`src/rtl/core/lrtc_pkg.sv`:
```
// shared types, codes and constant-divide helpers for the latched rtc block
package lrtc_pkg;

  // request opcodes
  localparam logic [1:0] OP_TICK  = 2'd0;
  localparam logic [1:0] OP_LATCH = 2'd1;
  localparam logic [1:0] OP_READ  = 2'd2;
  localparam logic [1:0] OP_WRITE = 2'd3;

  // register selects
  localparam logic [2:0] REG_SEC    = 3'd0;
  localparam logic [2:0] REG_MIN    = 3'd1;
  localparam logic [2:0] REG_HOUR   = 3'd2;
  localparam logic [2:0] REG_DAY_LO = 3'd3;
  localparam logic [2:0] REG_DAY_HI = 3'd4;

  // bit positions in the day-high register
  localparam int DAYHI_DAY8_BIT  = 0;
  localparam int DAYHI_HALT_BIT  = 6;
  localparam int DAYHI_CARRY_BIT = 7;

  // reciprocal multipliers for 8-bit operands
  localparam logic [15:0] DIV60_MUL   = 16'd137;
  localparam int          DIV60_SHIFT = 13;
  localparam logic [15:0] DIV24_MUL   = 16'd171;
  localparam int          DIV24_SHIFT = 12;

  localparam logic [7:0] SECS_PER_MIN = 8'd60;
  localparam logic [7:0] HOURS_PER_DAY = 8'd24;

  typedef struct packed {
    logic [1:0] opcode;
    logic [2:0] reg_select;
    logic [7:0] write_data;
  } req_t;

  typedef struct packed {
    logic [7:0] read_data;
  } rsp_t;

  // quotient of an 8-bit value by 60, exact for 0..255
  function automatic logic [2:0] div60(input logic [7:0] v);
    logic [15:0] p;
    p = 16'(v) * DIV60_MUL;
    return p[DIV60_SHIFT +: 3];
  endfunction

  // quotient of an 8-bit value by 24, exact for 0..255
  function automatic logic [3:0] div24(input logic [7:0] v);
    logic [15:0] p;
    p = 16'(v) * DIV24_MUL;
    return p[DIV24_SHIFT +: 4];
  endfunction

endpackage

```
`src/rtl/core/lrtc_engine.sv`:
```
// clock state, latch copy and the per-request update and read logic
module lrtc_engine (
  input  logic          clk,
  input  logic          rst,
  input  logic          exec,
  input  lrtc_pkg::req_t req,
  output logic [7:0]    read_data
);
  import lrtc_pkg::*;

  logic [5:0] live_seconds, live_seconds_next;
  logic [5:0] live_minutes, live_minutes_next;
  logic [4:0] live_hours, live_hours_next;
  logic [8:0] live_days, live_days_next;
  logic       halted, halted_next;
  logic       day_carry, day_carry_next;
  logic [7:0] held_seconds, held_seconds_next;
  logic [7:0] held_minutes, held_minutes_next;
  logic [7:0] held_hours, held_hours_next;
  logic [8:0] held_days, held_days_next;

  logic       do_settle;
  logic [7:0] sec_in, min_in, hr_in;
  logic [2:0] q_sec, q_min;
  logic [3:0] q_hr;
  logic [7:0] sec_rem, min_sum, min_rem, hr_sum, hr_rem;
  logic [9:0] day_sum;

  // normalization chain: seconds -> minutes -> hours -> days
  always_comb begin
    q_sec   = div60(sec_in);
    sec_rem = sec_in - 8'(q_sec) * SECS_PER_MIN;
    // minutes operand is only large when seconds carry nothing
    min_sum = min_in + 8'(q_sec);
    q_min   = div60(min_sum);
    min_rem = min_sum - 8'(q_min) * SECS_PER_MIN;
    hr_sum  = hr_in + 8'(q_min);
    q_hr    = div24(hr_sum);
    hr_rem  = hr_sum - 8'(q_hr) * HOURS_PER_DAY;
    day_sum = {1'b0, live_days} + 10'(q_hr);
  end

  // request decode and next-state selection
  always_comb begin
    live_seconds_next = live_seconds;
    live_minutes_next = live_minutes;
    live_hours_next   = live_hours;
    live_days_next    = live_days;
    halted_next       = halted;
    day_carry_next    = day_carry;
    held_seconds_next = held_seconds;
    held_minutes_next = held_minutes;
    held_hours_next   = held_hours;
    held_days_next    = held_days;
    sec_in    = {2'b00, live_seconds};
    min_in    = {2'b00, live_minutes};
    hr_in     = {3'b000, live_hours};
    do_settle = 1'b0;
    read_data = '0;

    unique case (req.opcode)
      OP_TICK: begin
        if (!halted) begin
          do_settle = 1'b1;
          sec_in    = {2'b00, live_seconds} + 8'd1;
        end
      end
      OP_LATCH: begin
        held_seconds_next = {2'b00, live_seconds};
        held_minutes_next = {2'b00, live_minutes};
        held_hours_next   = {3'b000, live_hours};
        held_days_next    = live_days;
      end
      OP_READ: begin
        unique case (req.reg_select)
          REG_SEC:    read_data = held_seconds;
          REG_MIN:    read_data = held_minutes;
          REG_HOUR:   read_data = held_hours;
          REG_DAY_LO: read_data = held_days[7:0];
          REG_DAY_HI: begin
            read_data[DAYHI_DAY8_BIT]  = held_days[8];
            read_data[DAYHI_HALT_BIT]  = halted;
            read_data[DAYHI_CARRY_BIT] = day_carry;
          end
          default:    read_data = '0;
        endcase
      end
      OP_WRITE: begin
        unique case (req.reg_select)
          REG_SEC: begin
            held_seconds_next = req.write_data;
            sec_in    = req.write_data;
            do_settle = 1'b1;
          end
          REG_MIN: begin
            held_minutes_next = req.write_data;
            min_in    = req.write_data;
            do_settle = 1'b1;
          end
          REG_HOUR: begin
            held_hours_next = req.write_data;
            hr_in     = req.write_data;
            do_settle = 1'b1;
          end
          REG_DAY_LO: begin
            held_days_next = {held_days[8], req.write_data};
            live_days_next = {held_days[8], req.write_data};
          end
          REG_DAY_HI: begin
            held_days_next = {req.write_data[DAYHI_DAY8_BIT], held_days[7:0]};
            live_days_next = {req.write_data[DAYHI_DAY8_BIT], held_days[7:0]};
            halted_next    = req.write_data[DAYHI_HALT_BIT];
            day_carry_next = req.write_data[DAYHI_CARRY_BIT];
          end
          default: ;
        endcase
      end
      default: ;
    endcase

    // apply normalized live time; day overflow wraps and sets carry
    if (do_settle) begin
      live_seconds_next = sec_rem[5:0];
      live_minutes_next = min_rem[5:0];
      live_hours_next   = hr_rem[4:0];
      live_days_next    = day_sum[8:0];
      if (day_sum[9]) begin
        day_carry_next = 1'b1;
      end
    end
  end

  // state registers, updated once per executed request
  always_ff @(posedge clk) begin
    if (rst) begin
      live_seconds <= '0;
      live_minutes <= '0;
      live_hours   <= '0;
      live_days    <= '0;
      halted       <= 1'b0;
      day_carry    <= 1'b0;
      held_seconds <= '0;
      held_minutes <= '0;
      held_hours   <= '0;
      held_days    <= '0;
    end else if (exec) begin
      live_seconds <= live_seconds_next;
      live_minutes <= live_minutes_next;
      live_hours   <= live_hours_next;
      live_days    <= live_days_next;
      halted       <= halted_next;
      day_carry    <= day_carry_next;
      held_seconds <= held_seconds_next;
      held_minutes <= held_minutes_next;
      held_hours   <= held_hours_next;
      held_days    <= held_days_next;
    end
  end

endmodule

```
`config.mk`:
```
export PLATFORM = sky130hd
export DESIGN_NAME = lrtc_engine
export DESIGN_NICKNAME = d
export VERILOG_FILES = /design/src/rtl/core/lrtc_pkg.sv /design/src/rtl/core/lrtc_engine.sv
export SDC_FILE = /design/constraint.sdc
export NUM_CORES = 1
export LEC_CHECK = 0
export BUFFER_PORTS_ARGS = -buffer_cell sky130_fd_sc_hd__buf_2
export CAP_MARGIN = 20
export CORE_ASPECT_RATIO = 2
export CORE_MARGIN = 2
export CORE_UTILIZATION = 56
export CTS_BUF_LIST = sky130_fd_sc_hd__clkbuf_8
export CTS_CLUSTER_SIZE = 40
export DETAILED_ROUTE_END_ITERATION = 10
export PLACE_DENSITY_LB_ADDON = 0.3
export SLEW_MARGIN = 20
export SYNTH_ARGS = -nofsm -noshare
export SYNTH_HDL_FRONTEND = slang
export SYNTH_SLANG_ARGS = --single-unit
export TNS_END_PERCENT = 100
```
`constraint.sdc`:
```
create_clock -name clk -period 50.6 [get_ports clk]
set_input_delay 7.59 -clock clk [delete_from_list [all_inputs] [get_ports clk]]
set_output_delay 7.59 -clock clk [all_outputs]
set_load 0.02 [all_outputs]
```
==> results.cfg <==
[logic_synthesis]
yosysSeqAreaShare_pct = 18.2
synthTopCellsByCount = ha_1 (117), nand2_1 (95), nor2_1 (93)
netlist_area_um2 = 6720
synthDistinctLibCells = 68
ys_warn_count = 0
synthTopCellsByArea = ha_1 (22%), dfxtp_1 (18%), nand2_1 (5.3%)
synthesis.nets = 991
post-synth-top-count-cell = ha_1
synth_top_area_share_pct = 21.8
synthArstFlopShare_pct = 0
synth_edf_count = 0
ys_ff_latch = 61
synth_flop_cell = dfxtp_1
syn_inst = 842
synth_top_cell_by_area = ha_1
synth.avg_cell_area_um2 = 7.98

[floorplan]
rows = 56
die_y_um = 159
die_w_um = 81.5
dieArea_um2 = 12900
start_util_pct = 57.4
core_um2 = 11700
io_pins = 24

[critical_path]
worstPathArrival_ns = 22.74
cp.required_ns = 50.81
cp_slowest_cell = a2111oi_0
r2r_start = live_seconds[0]$_SDFFE_PP0P_
crit_fanout = 55
path_class = input port to flip-flop
cpMostUsedCell = ha_1
endpoint_kind = flip-flop
startpoint_type = input port
worst_path_largest_cell_delay_ns = 0.71
setup.worst_path.start = req[12]

[sta]
slew_headroom_pct = 36.6
clock.fmax_ghz = 0.0444
grt_setup_unrepaired = false
hold_viol_final = 0
min_period_ns = 22.53
tightest_slew_ns = 0.945
drv_slew = 0
post-route-period-util_pct = 44.5
finalSetupViolations = 0
fin_setup_tns_ns = 0
clock_skew_ns = 0.00965
hold_slack_ns = 0.474

[finish]
fill_cells = 1045
final_area_um2 = 7030
finalNonFillerCells = 982
area_growth_pct = 4.56
utilization_pct = 60.1
final_layout_size_suffix_gt1_share_pct = 7.41
diodes = 0
final_nets = 982

[global_route]
track_usage_pct = 28.8
grt_max_degree = 62
grt_overflow = 0
grt_pass1_wl_um = 29500
grt_pass1_vias = 6289
antenna_found_initial = 0

[clock_network]
post_cts_buffers = 0
cts-root-buf = clkbuf_8
clock_latency_ns = 0.36
cts_tree = built
clock-sinks = 61
cts_hold_buffers = 0
cts_resized = 0
cts.clk_slew.worst_paths_ns = 0.07
cts_buffers = 9
htree_levels = 3
clk_path_buf_depth = 2

[place]
dp.cells = 967
place_congestion = 0.918
placed_cell_area_um2 = 6860
dp.final_hpwl_um = 13600
port-buffer-count = 23

[power]
p_leak_nw = 3.46
p_per_area_nw_per_um2 = 16.7
vdd_drop_max_mv = 0.0150

[drt]
first_iter_violations = 479
wl_per_cell_um = 17.9
drc = 0
wirelength_um = 17600
viasPerCell = 6.30
firstDrtPassIters = 5
ant_nets = 0
vias = 6182

[min_path]
hp-start = live_hours[2]$_SDFFE_PP0P_
hp-class = flip-flop to flip-flop

[run_status]
status = complete, no violations

[flow_run]
drv_cap = 0
[power breakdown]
group	switching [W]	internal (W)	total (W)	leakage (nW)
logic	0.0000174	0.00000960	0.0000270	2.87
clock network	0.0000195	0.0000181	0.0000377	0.0957
registers	0.00000220	0.0000503	0.0000525	0.497
total	0.0000392	0.0000780	0.000117	3.46
[routing by layer]
metal	track usage, %	share of wire (%)	routed length (um)	vias to the layer above
met3	4.08	4.9	869	84
met4	16.9	5.8	1020	0
met1	31.8	37	6560	2886
met5	0	0	0	-
li1	-	-	-	2960
met2	50.1	52	9150	252
[worst max-delay path, delay by kind of cell]
family | cells | cell delay [ns]
AO/OA/AOI/OAI | 28 | 6.47
adder cells (fa/ha/maj) | 16 | 4.76
AND/OR/NAND/NOR | 13 | 1.80
XOR/XNOR | 5 | 1.35
buffers and inverters | 3 | 0.69
[final cells by class]
cell class | count | area, um^2 | share of cell area (%)
clock inverters | 5 | 21.3 | 0.303
inverters | 67 | 251 | 3.58
multi-input cells | 668 | 5070 | 72.2
flip-flops and latches | 61 | 1220 | 17.4
clock buffers | 10 | 138 | 1.96
repair buffers | 26 | 140 | 1.99
well taps | 145 | 181 | 2.58
[sequential cells by signal (all words and copies together) (netlist names)]
register      count
day_carry         1
halted            1
held_days         9
held_hours        8
held_minutes      8
held_seconds      8
live_days         9
live_hours        5
live_minutes      6
live_seconds      6
[cell usage in the layout (no fill, tap or decap), drive strengths merged, types with 8 or more instances in the layout]
cell and count:
a31oi 8, dfxtp 61, buf 26, fa 16, nand3 21, a21o 19, o21ai 20, a311oi 17
xor2 14, a32oi 8, a21oi 45, ha 117, xnor2 31, o22ai 11, nand2 95, nor3 11
a211oi 27, nand2b 10, inv 70, nor2 93, clkbuf 10, nand4 10, mux2i 21
[logic make-up after synthesis]
family / synth area share [%]
AO/OA/AOI/OAI: 20.2
XOR/XNOR: 6.20
adder cells (fa/ha/maj): 26.7
buffers and inverters: 6.57
flip-flops: 18.2
multiplexers: 4.13
AND/OR/NAND/NOR: 18.0
[worst paths after layout]
path	end	slack, ns	cells past startpoint
worst min register to register	live_hours[2]$_SDFFE_PP0P_	0.47	2
worst max register to register	day_carry$_SDFFE_PP0P_	35.34	66
worst max-delay path	day_carry$_SDFFE_PP0P_	28.07	65
worst min-delay path	live_hours[2]$_SDFFE_PP0P_	0.47	2
[per-stage QoR]
step | setup slack (ns) | total power [W]
2_1_floorplan | 29.38 | 0.0000729
3_3_place_gp | 28.39 | 0.0000790
3_5_place_dp | 27.84 | 0.0000800
4_1_cts | 28.17 | 0.000116
5_1_grt | 26.93 | 0.000123
6_report | 28.07 | 0.000117
Note: power is estimated with default switching activity, not from simulation.
